### src/rtl/core/prtb_pkg.sv
`timescale 1ns / 1ps
package prtb_pkg;

  localparam int RATE_W = 40;
  localparam int MTU_W = 16;
  localparam int TIME_W = 64;
  localparam int TOK_W = 34;
  localparam int CAP_W = 32;
  localparam int REM_W = 20;
  localparam int CREDIT_W = 33;
  localparam int CNT_W = 7;

  localparam logic [RATE_W-1:0] CREDIT_DIVISOR = RATE_W'(20);
  localparam logic [RATE_W-1:0] USEC_PER_SEC = RATE_W'(1000000);
  localparam logic [CNT_W-1:0] MUL_LAST = CNT_W'(RATE_W - 1);
  localparam logic [CNT_W-1:0] DIV_LAST = CNT_W'(TIME_W - 1);
  localparam logic signed [TOK_W-1:0] TOKENS_MIN = -(TOK_W'(64'sd4294967296));
  localparam logic [0:0] REG_PACING_RATE = 1'b0;
  localparam logic [0:0] REG_PATH_MTU = 1'b1;
  localparam logic [MTU_W-1:0] MTU_RESET = MTU_W'(1200);

  typedef enum logic [2:0] {
    CMD_TICK = 3'd0,
    CMD_TRY = 3'd1,
    CMD_SCHEDULED = 3'd2,
    CMD_PEEK = 3'd3,
    CMD_RESTART = 3'd4,
    CMD_MTU_UPDATE = 3'd5
  } cmd_t;

  typedef enum logic [3:0] {
    S_IDLE,
    S_REFILL,
    S_RMUL1,
    S_RDIV1,
    S_RCMP,
    S_RMUL2,
    S_RDIV2,
    S_RADD,
    S_TRY,
    S_TMUL,
    S_TDIV,
    S_TFIN,
    S_CDIV,
    S_CFIN,
    S_DONE
  } state_t;

  function automatic logic [MTU_W-1:0] pkt_size(input logic [MTU_W-1:0] ws,
                                                  input logic [MTU_W-1:0] mtu);
    logic [MTU_W-1:0] m;
    m = (mtu == '0) ? MTU_W'(1) : mtu;
    return (ws == '0) ? m : ws;
  endfunction

endpackage

### src/rtl/core/prtb_if.sv
`timescale 1ns / 1ps
interface prtb_in_if;
  logic valid;
  logic ready;
  logic [2:0] command;
  logic [63:0] now_usec;
  logic [15:0] wire_size;
  modport source (output valid, command, now_usec, wire_size, input ready);
  modport sink (input valid, command, now_usec, wire_size, output ready);
endinterface

interface prtb_out_if;
  logic valid;
  logic ready;
  logic allowed;
  logic delayed;
  logic [63:0] next_send_usec;
  logic signed [32:0] credit;
  modport source (output valid, allowed, delayed, next_send_usec, credit, input ready);
  modport sink (input valid, allowed, delayed, next_send_usec, credit, output ready);
endinterface

### src/rtl/core/pacing_rate_token_bucket.sv
`timescale 1ns / 1ps
// byte token bucket pacing a packet sender
// cmd: one item per command (tick, try, scheduled, peek, restart, mtu update)
//   with now_usec and wire_size; res: one item per command with the verdict,
//   the delayed flag, the earliest send time and the signed token count
// cfg: plain write port, index 0 pacing rate (40 bits), index 1 path mtu
// with a nonzero rate, restart and mtu update recompute the capacity
//   (a divide by 20), a tick or try refills the bucket, and a try that
//   misses also works out the earliest send time
// the work is done by one shared bit-serial unit: a shift-add multiplier of
//   40 steps and a restoring divider of 64 steps, one bit per cycle
// one item is worked on at a time; the next command is taken once the result
//   sits in the output register, so a stalled receiver holds at most one
//   finished item plus the one in work
// reset clears the bucket to zero, the rate to zero (limiter off) and the
//   path mtu to 1200
module pacing_rate_token_bucket (
  input  logic clk,
  input  logic rst,
  input  logic cfg_we,
  input  logic [0:0] cfg_index,
  input  logic [prtb_pkg::RATE_W-1:0] cfg_data,
  prtb_in_if.sink cmd_ch,
  prtb_out_if.source res_ch
);
  import prtb_pkg::*;

  logic [RATE_W-1:0] pacing_rate;
  logic [MTU_W-1:0] link_mtu;

  logic signed [TOK_W-1:0] tokens;
  logic [CAP_W-1:0] capacity;
  logic [REM_W-1:0] byte_remainder;
  logic [TIME_W-1:0] last_refill_time;
  logic [TIME_W-1:0] next_sched_time;
  logic delayed_flag;
  logic [TIME_W-1:0] current_time;

  state_t state, state_next;
  logic [2:0] cmd;
  logic [MTU_W-1:0] ws;
  logic allowed;
  logic [TIME_W-1:0] elapsed;

  logic [TIME_W-1:0] acc, mul_a;
  logic [RATE_W-1:0] mul_b;
  logic [TIME_W-1:0] dnum;
  logic [RATE_W-1:0] dden, drem;
  logic [CNT_W-1:0] cnt;

  logic in_take, out_load, rate_on, refill_skip, mul_end, div_end;
  logic [TIME_W-1:0] acc_next;
  logic [RATE_W:0] trial;
  logic trial_ge;
  logic [TIME_W-1:0] delay;
  logic [MTU_W-1:0] ps_in, ps;
  logic [TOK_W-1:0] needed, deficit;
  logic signed [TOK_W-1:0] tok_sub;
  logic [MTU_W-1:0] eff_mtu;
  logic [21:0] mtu_credit;
  logic [35:0] cap_t, cap_c;
  logic [CAP_W-1:0] cap_new;

  assign rate_on = (pacing_rate != '0);
  assign eff_mtu = (link_mtu == '0) ? MTU_W'(1) : link_mtu;
  assign ps_in = pkt_size(cmd_ch.wire_size, link_mtu);
  assign ps = pkt_size(ws, link_mtu);
  assign needed = {2'b00, capacity} - tokens;
  assign deficit = {{(TOK_W-MTU_W){1'b0}}, ps} - tokens;
  assign tok_sub = tokens - $signed({{(TOK_W-MTU_W){1'b0}}, ps_in});
  assign acc_next = mul_b[0] ? acc + mul_a : acc;
  assign trial = {drem, dnum[TIME_W-1]};
  assign trial_ge = trial >= {1'b0, dden};
  assign delay = dnum + TIME_W'(drem != '0);
  assign mul_end = (cnt == MUL_LAST);
  assign div_end = (cnt == DIV_LAST);
  assign refill_skip = !rate_on || (current_time <= last_refill_time);

  // capacity: min(rate/20, 48 mtu), at least one mtu, at most 32 bits
  assign mtu_credit = {1'b0, eff_mtu, 5'b0} + {2'b0, eff_mtu, 4'b0};
  assign cap_t = dnum[35:0];
  always_comb begin
    cap_c = (cap_t < {14'b0, mtu_credit}) ? cap_t : {14'b0, mtu_credit};
    if (cap_c < {20'b0, eff_mtu}) cap_c = {20'b0, eff_mtu};
    cap_new = (cap_c[35:32] != '0) ? '1 : cap_c[31:0];
  end

  // next state
  always_comb begin
    state_next = state;
    case (state)
      S_IDLE: begin
        if (cmd_ch.valid) begin
          case (cmd_ch.command)
            CMD_TICK: state_next = S_REFILL;
            CMD_TRY: state_next = rate_on ? S_REFILL : S_DONE;
            CMD_RESTART, CMD_MTU_UPDATE: state_next = rate_on ? S_CDIV : S_DONE;
            default: state_next = S_DONE;
          endcase
        end
      end
      S_REFILL: begin
        if (refill_skip || tokens >= $signed({2'b00, capacity}))
          state_next = (cmd == CMD_TRY) ? S_TRY : S_DONE;
        else state_next = S_RMUL1;
      end
      S_RMUL1: if (mul_end) state_next = S_RDIV1;
      S_RDIV1: if (div_end) state_next = S_RCMP;
      S_RCMP: begin
        if (elapsed >= delay) state_next = (cmd == CMD_TRY) ? S_TRY : S_DONE;
        else state_next = S_RMUL2;
      end
      S_RMUL2: if (mul_end) state_next = S_RDIV2;
      S_RDIV2: if (div_end) state_next = S_RADD;
      S_RADD: state_next = (cmd == CMD_TRY) ? S_TRY : S_DONE;
      S_TRY: state_next = (tokens >= $signed({{(TOK_W-MTU_W){1'b0}}, ps})) ? S_DONE : S_TMUL;
      S_TMUL: if (mul_end) state_next = S_TDIV;
      S_TDIV: if (div_end) state_next = S_TFIN;
      S_TFIN: state_next = S_DONE;
      S_CDIV: if (div_end) state_next = S_CFIN;
      S_CFIN: state_next = S_DONE;
      S_DONE: if (!res_ch.valid || res_ch.ready) state_next = S_IDLE;
      default: state_next = S_IDLE;
    endcase
  end

  // handshake outputs
  always_comb begin
    in_take = 1'b0;
    out_load = 1'b0;
    cmd_ch.ready = 1'b0;
    case (state)
      S_IDLE: begin
        cmd_ch.ready = 1'b1;
        in_take = cmd_ch.valid;
      end
      S_DONE: out_load = !res_ch.valid || res_ch.ready;
      default: ;
    endcase
  end

  always_ff @(posedge clk) begin
    if (rst) begin
      state <= S_IDLE;
      pacing_rate <= '0;
      link_mtu <= MTU_RESET;
      tokens <= '0;
      capacity <= '0;
      byte_remainder <= '0;
      last_refill_time <= '0;
      next_sched_time <= '0;
      delayed_flag <= 1'b0;
      current_time <= '0;
      res_ch.valid <= 1'b0;
    end else begin
      state <= state_next;
      if (cfg_we) begin
        case (cfg_index)
          REG_PACING_RATE: pacing_rate <= cfg_data;
          REG_PATH_MTU: link_mtu <= cfg_data[MTU_W-1:0];
          default: ;
        endcase
      end
      if (out_load) res_ch.valid <= 1'b1;
      else if (res_ch.ready) res_ch.valid <= 1'b0;

      case (state)
        S_IDLE: begin
          if (in_take) begin
            case (cmd_ch.command)
              CMD_TICK: current_time <= cmd_ch.now_usec;
              CMD_SCHEDULED: begin
                if (rate_on) tokens <= (tok_sub < TOKENS_MIN) ? TOKENS_MIN : tok_sub;
              end
              CMD_RESTART: begin
                if (!rate_on) begin
                  byte_remainder <= '0;
                  last_refill_time <= current_time;
                  next_sched_time <= '0;
                  delayed_flag <= 1'b0;
                  capacity <= '0;
                  tokens <= '0;
                end
              end
              default: ;
            endcase
          end
        end
        S_REFILL: begin
          if (!refill_skip) begin
            last_refill_time <= current_time;
            if (tokens >= $signed({2'b00, capacity})) begin
              tokens <= $signed({2'b00, capacity});
              byte_remainder <= '0;
            end
          end
        end
        S_RCMP: begin
          if (elapsed >= delay) begin
            tokens <= $signed({2'b00, capacity});
            byte_remainder <= '0;
          end
        end
        S_RADD: begin
          tokens <= tokens + $signed(dnum[TOK_W-1:0]);
          byte_remainder <= drem[REM_W-1:0];
        end
        S_TRY: begin
          if (tokens >= $signed({{(TOK_W-MTU_W){1'b0}}, ps})) begin
            delayed_flag <= 1'b0;
            next_sched_time <= '0;
          end
        end
        S_TFIN: begin
          // saturate the send time instead of wrapping
          next_sched_time <= (delay > ~current_time) ? '1 : current_time + delay;
          delayed_flag <= 1'b1;
        end
        S_CFIN: begin
          capacity <= cap_new;
          if (cmd == CMD_RESTART) begin
            tokens <= $signed({2'b00, cap_new});
            byte_remainder <= '0;
            last_refill_time <= current_time;
            next_sched_time <= '0;
            delayed_flag <= 1'b0;
          end else if (tokens > $signed({2'b00, cap_new})) begin
            tokens <= $signed({2'b00, cap_new});
          end
        end
        default: ;
      endcase
    end
  end

  // serial datapath, item fields and result payload
  always_ff @(posedge clk) begin
    cnt <= cnt + CNT_W'(1);
    if (in_take) begin
      cmd <= cmd_ch.command;
      ws <= cmd_ch.wire_size;
      case (cmd_ch.command)
        CMD_TRY: allowed <= !rate_on;
        CMD_PEEK: allowed <= !rate_on || tokens >= $signed({{(TOK_W-MTU_W){1'b0}}, ps_in});
        default: allowed <= 1'b0;
      endcase
      dnum <= {{(TIME_W-RATE_W){1'b0}}, pacing_rate};
      dden <= CREDIT_DIVISOR;
      drem <= '0;
      cnt <= '0;
    end
    case (state)
      S_REFILL: begin
        elapsed <= current_time - last_refill_time;
        acc <= '0;
        mul_a <= {{(TIME_W-TOK_W){1'b0}}, needed};
        mul_b <= USEC_PER_SEC;
        cnt <= '0;
      end
      S_RCMP: begin
        acc <= '0;
        mul_a <= elapsed;
        mul_b <= pacing_rate;
        cnt <= '0;
      end
      S_TRY: begin
        allowed <= tokens >= $signed({{(TOK_W-MTU_W){1'b0}}, ps});
        acc <= '0;
        mul_a <= {{(TIME_W-TOK_W){1'b0}}, deficit};
        mul_b <= USEC_PER_SEC;
        cnt <= '0;
      end
      S_RMUL1, S_RMUL2, S_TMUL: begin
        acc <= acc_next;
        mul_a <= {mul_a[TIME_W-2:0], 1'b0};
        mul_b <= {1'b0, mul_b[RATE_W-1:1]};
        if (mul_end) begin
          // load the divider straight from the last partial sum
          cnt <= '0;
          drem <= '0;
          if (state == S_RMUL2) begin
            dnum <= acc_next + {{(TIME_W-REM_W){1'b0}}, byte_remainder};
            dden <= USEC_PER_SEC;
          end else begin
            dnum <= acc_next - {{(TIME_W-REM_W){1'b0}}, byte_remainder};
            dden <= pacing_rate;
          end
        end
      end
      S_RDIV1, S_RDIV2, S_TDIV, S_CDIV: begin
        drem <= trial_ge ? trial[RATE_W-1:0] - dden : trial[RATE_W-1:0];
        dnum <= {dnum[TIME_W-2:0], trial_ge};
      end
      default: ;
    endcase
    if (out_load) begin
      res_ch.allowed <= allowed;
      res_ch.delayed <= delayed_flag;
      res_ch.next_send_usec <= next_sched_time;
      res_ch.credit <= tokens[CREDIT_W-1:0];
    end
  end

  a_rem_range: assert property (@(posedge clk) disable iff (rst)
    byte_remainder < USEC_PER_SEC[REM_W-1:0])
    else $error("byte remainder out of range");

  a_tok_cap: assert property (@(posedge clk) disable iff (rst)
    tokens <= $signed({2'b00, capacity}))
    else $error("tokens above capacity");

  a_tok_min: assert property (@(posedge clk) disable iff (rst)
    tokens >= TOKENS_MIN)
    else $error("tokens below floor");

  a_delay_pair: assert property (@(posedge clk) disable iff (rst)
    !delayed_flag |-> next_sched_time == '0)
    else $error("send time set without delay");

endmodule
### src/flat_wrapper.sv
// flat-port wrapper written by rule: the top's interface ports become plain ports
module pacing_rate_token_bucket_flat import prtb_pkg::*;
  (clk, rst, cfg_we, cfg_index, cfg_data, cmd_ch_valid, cmd_ch_command, cmd_ch_now_usec, cmd_ch_wire_size, cmd_ch_ready, res_ch_valid, res_ch_allowed, res_ch_delayed, res_ch_next_send_usec, res_ch_credit, res_ch_ready);
  prtb_in_if cmd_ch_i ();
  prtb_out_if res_ch_i ();
  input  logic clk;
  input  logic rst;
  input  logic cfg_we;
  input  logic [0:0] cfg_index;
  input  logic [prtb_pkg::RATE_W-1:0] cfg_data;
  input wire logic [$bits(cmd_ch_i.valid)-1:0] cmd_ch_valid;
  input wire logic [$bits(cmd_ch_i.command)-1:0] cmd_ch_command;
  input wire logic [$bits(cmd_ch_i.now_usec)-1:0] cmd_ch_now_usec;
  input wire logic [$bits(cmd_ch_i.wire_size)-1:0] cmd_ch_wire_size;
  output wire logic [$bits(cmd_ch_i.ready)-1:0] cmd_ch_ready;
  output wire logic [$bits(res_ch_i.valid)-1:0] res_ch_valid;
  output wire logic [$bits(res_ch_i.allowed)-1:0] res_ch_allowed;
  output wire logic [$bits(res_ch_i.delayed)-1:0] res_ch_delayed;
  output wire logic [$bits(res_ch_i.next_send_usec)-1:0] res_ch_next_send_usec;
  output wire logic [$bits(res_ch_i.credit)-1:0] res_ch_credit;
  input wire logic [$bits(res_ch_i.ready)-1:0] res_ch_ready;
  assign cmd_ch_i.valid = cmd_ch_valid;
  assign cmd_ch_i.command = cmd_ch_command;
  assign cmd_ch_i.now_usec = cmd_ch_now_usec;
  assign cmd_ch_i.wire_size = cmd_ch_wire_size;
  assign cmd_ch_ready = cmd_ch_i.ready;
  assign res_ch_valid = res_ch_i.valid;
  assign res_ch_allowed = res_ch_i.allowed;
  assign res_ch_delayed = res_ch_i.delayed;
  assign res_ch_next_send_usec = res_ch_i.next_send_usec;
  assign res_ch_credit = res_ch_i.credit;
  assign res_ch_i.ready = res_ch_ready;
  pacing_rate_token_bucket u_core (.clk(clk), .rst(rst), .cfg_we(cfg_we), .cfg_index(cfg_index), .cfg_data(cfg_data), .cmd_ch(cmd_ch_i), .res_ch(res_ch_i));
endmodule
### config.mk
export PLATFORM = sky130hd
export DESIGN_NAME = pacing_rate_token_bucket_flat
export DESIGN_NICKNAME = d
export VERILOG_FILES = /design/src/rtl/core/prtb_pkg.sv /design/src/rtl/core/prtb_if.sv /design/src/rtl/core/pacing_rate_token_bucket.sv /design/src/flat_wrapper.sv
export SDC_FILE = /design/constraint.sdc
export NUM_CORES = 2
export LEC_CHECK = 0
export ABC_AREA = 0
export CAP_MARGIN = 15
export CORE_MARGIN = 1
export CORE_UTILIZATION = 60
export CTS_BUF_LIST = sky130_fd_sc_hd__clkbuf_16
export CTS_CLUSTER_SIZE = 20
export DETAILED_ROUTE_END_ITERATION = 6
export DONT_BUFFER_PORTS = 1
export PLACE_DENSITY_LB_ADDON = 0.2
export SLEW_MARGIN = 30
export SYNTH_ARGS = -nofsm -noshare
export SYNTH_HDL_FRONTEND = slang
export SYNTH_SLANG_ARGS = --single-unit
### constraint.sdc
create_clock -name clk -period 12.4 [get_ports clk]
set_input_delay 0.62 -clock clk [delete_from_list [all_inputs] [get_ports clk]]
set_output_delay 0.62 -clock clk [all_outputs]
set_load 0.01 [all_outputs]
==> run summary <==
delay of the slowest critical-path stage - 0.61 ns
Post-synth EDFFs - 351
register area - 20,400 um2
Clk pwr share - 17.3%
post-layout util - 65.4%
Vias - 54,600
Final Wtd Congestion - 1.01
Hold WS - 0.0325 ns
fin crit share - 93.7%
vias in the first global route - 49,800
outcome - complete, no violations
CTS buffer count - 92
dpl hpwl - 154 mm
Slew Viols, Final - 0
max-cap viol count - 0
WL final - 202 mm
post-synthesis adder-cell area fraction - 12.4%
Leak - 27.2 nW
I/O Buffers - 0
overall routing resource usage - 38.7%
Core Area - 98,700 um2
Synth Flop Type - dfxtp_1
design area - 64,500 um2
R2R Path End - u_core.tokens[8]$_SDFFE_PP0P_
# clock sinks - 842
# rows - 115
top cells by area, synth - edfxtp_1, dfxtp_1, ha_1, a21oi_1, nand2_1
routed length per instance - 24.3 um
Setup CP Type - reg2reg
final worst path period need - 11.62 ns
final hold violations - 0
mux contribution to synthesized area - 1.94%
Yosys cell types - 101
Compound-Gate Fraction of Synth Area - 24.8%
measured slew at the worst slew-check pin - 1.03 ns
CP Max Fanout - 38
die area - 101,000 um2
R2R depth - 47
DR vias/cell - 6.60
Met3 Wirelength - 21.0 mm
combinational power share - 57.3%
ys async rst share - 0%
Cell Area, Placed - 61,100 um2
drt drc - 0
routed wl met2 - 82.3 mm
Synth Register Bits - 842
Worst Setup SP - u_core.link_mtu[9]$_SDFFE_PP0P_
CTS resizes - 0
area grow syn2layout - 7.52%
WP data required - 12.99 ns
# fillers - 8,342
Pint - 0.00917 W
DRT antenna net count - 0
Die Span X - 318 um
CTS clk-pin slew, worst paths - 0.06 ns
Seq pwr share - 25.5%
most common cell in the netlist - nand2_1
VDD IR max - 0.302 mV
fmax - 0.0861 GHz
area leader, netlist - edfxtp_1
warnings from Yosys - 0
Nets - 7,626
unrepaired setup endpoints after global routing - false
DR iter-0 viols - 6,947
CP endpoint kind - register
Commonest cells post-synth - nand2_1, a21oi_1, ha_1, dfxtp_1, inv_1
drt pass-1 iters - 7
fraction of the mapped netlist area in simple logic gates - 15.7%
Initial Util - 60.8%
R2R Path Start - u_core.link_mtu[9]$_SDFFE_PP0P_
Setup-failing EPs final - 0
share of cells above drive strength 1 - 5.49%
syn_area_per_cell - 8.47 um2
num ports - 230
Worst EP arrival - 12.20 ns
Post-Place Worst Slack - 0.941 ns
combinational family with the most area after synthesis - compound AO/OA/AOI/OAI gates
multi-input logic area - 37,000 um2
Sw Ratio - 46.9%
fin worst setup slack - 0.785 ns
initial antenna violation count - 7
worst-case clock buffer depth - 3
Max Used Layer - met5
Max-slew headroom - 31.2%
latest clock arrival within the worst-skew pair - 0.71 ns
CTS H-tree lvls - 3
post-route setup TNS - 0 ns
Reg2Reg Setup Slack - 0.78 ns
Clock Skew - 0.0470 ns
first-pass GRT wire length - 304 mm
PD cells - 268 nW/um2
die height - 318 um
wire length on met1 - 89.2 mm
CTS tree - done
Synth Area in XOR/XNOR - 6.36%
Root Driver - clkbuf_16
pin count of the biggest net entering global routing - 214
Hold Crit Class - in2reg
post-synth top area share - 17.6%
crit start category - register
register area share after synthesis - 33.9%
Setup crit end - u_core.tokens[8]$_SDFFE_PP0P_
Slowest cell on crit path - or4_1
grt total ovfl - 0
NetSw - 0.00810 W
Post-Syn Area - 60,000 um2
Post-Syn Instances - 7,080
==> registers in the layout, indices dropped and copies added, names as in the netlist, 20 cells and up <==
name and cells:
u_core.acc 64, u_core.current_time 64, u_core.dnum 64, u_core.elapsed 64, u_core.last_refill_time 64, u_core.mul_a 64
u_core.next_sched_time 64, u_core.res_ch.next_send_usec 64, u_core.dden 40, u_core.drem 40, u_core.mul_b 40, u_core.pacing_rate 40
u_core.tokens 34, u_core.res_ch.credit 33, u_core.capacity 32, u_core.byte_remainder 20
==> how the worst min path moves through the flow <==
stage	slack, ns	start	endpoint	cells past startpoint
5_1_grt	0.007	cmd_ch_wire_size[10]	u_core.ws[10]$_DFFE_PP_	0
6_report	0.03	cmd_ch_wire_size[10]	u_core.ws[10]$_DFFE_PP_	0
2_1_floorplan	0.40	u_core.allowed$_DFFE_PP_	u_core.res_ch.allowed$_DFFE_PP_	0
3_5_place_dp	0.41	u_core.next_sched_time[49]$_SDFFE_PP0P_	u_core.res_ch.next_send_usec[49]$_DFFE_PP_	0
3_3_place_gp	0.41	u_core.next_sched_time[18]$_SDFFE_PP0P_	u_core.res_ch.next_send_usec[18]$_DFFE_PP_	0
4_1_cts	0.004	cmd_ch_wire_size[10]	u_core.ws[10]$_DFFE_PP_	0
==> repair_timing <==
item | in CTS | in global routing
hold buffers | 11 | 0
setup buffers | 0 | 0
hold endpoints to repair | 86 | 0
==> per-stage QoR <==
stage	std cells	power (W)
final	8281	0.0173
after global routing	8280	0.0182
after CTS	8276	0.0170
after detailed placement	8093	0.0139
after global placement	8092	0.0138
after floorplan	7089	0.0112
==> metal layers <==
layer | vias up | global-route usage, %
met4 | 6 | 15.7
li1 | 25400 | -
met1 | 26200 | 57.4
met3 | 373 | 6.18
met2 | 2700 | 55.6
met5 | - | 0.0473
==> power by group through the flow <==
stage	Sequential (W)	Clock (W)	Combinational, W
floorplan	0.00409	0	0.00711
global placement	0.00439	0	0.00941
detailed placement	0.00440	0	0.00954
CTS	0.00435	0.00300	0.00963
global route	0.00442	0.00310	0.0107
finish	0.00440	0.00298	0.00989
==> final cells by class <==
class,instances,area share (%)
clock buffer,102,3.96
multi-input combinational,5487,57.3
tap,1287,2.50
sequential,842,31.6
antenna,4,0.0155
timing repair buffer,88,1.14
clock inverter,70,1.14
inverter,401,2.34
==> kinds of logic after synthesis <==
logic type	after synthesis
buf+inv	760
fa+ha+maj	589
compound gates	2312
other cells	1
xor+xnor	436
flops	842
mux	107
simple gates	2033
==> worst max-delay path, delay by kind of cell (launching register included) <==
kind	cells	cell delay, ns
buf+inv	5	0.87
xor+xnor	1	0.38
simple gates	15	2.86
mux	1	0.31
compound gates	18	4.59
fa+ha+maj	7	2.06
flops	1	0.43
==> cells in the final DEF, fill, tap and decap left out, types with 18 or more instances in the layout <==
cell type    n
o21a_1      64
xnor2_1    257
nor2_1     348
nand2b_1    75
o31ai_1     69
nand2_1    879
o21ai_1     39
and3_1      61
a22o_1      80
dfxtp_1    491
clkbuf_16  102
nand4_1    102
nor4_1      59
ha_1       576
o211ai_1    30
a221oi_1    21
or3_1       25
a31oi_1     51
and4_1      20
nor3_1      81
mux2i_1     46
a21oi_1    805
nand3_1    153
o21ai_0    362
xor2_1     179
o21bai_1    57
buf_4       75
nor2b_1     51
a221o_1     18
mux2_2      57
a22oi_1     81
o221ai_1    18
a211oi_1    54
edfxtp_1   351
a21o_1     347
inv_1      404
and2_1      99
No activity file was read; power rests on OpenSTA's default activity.
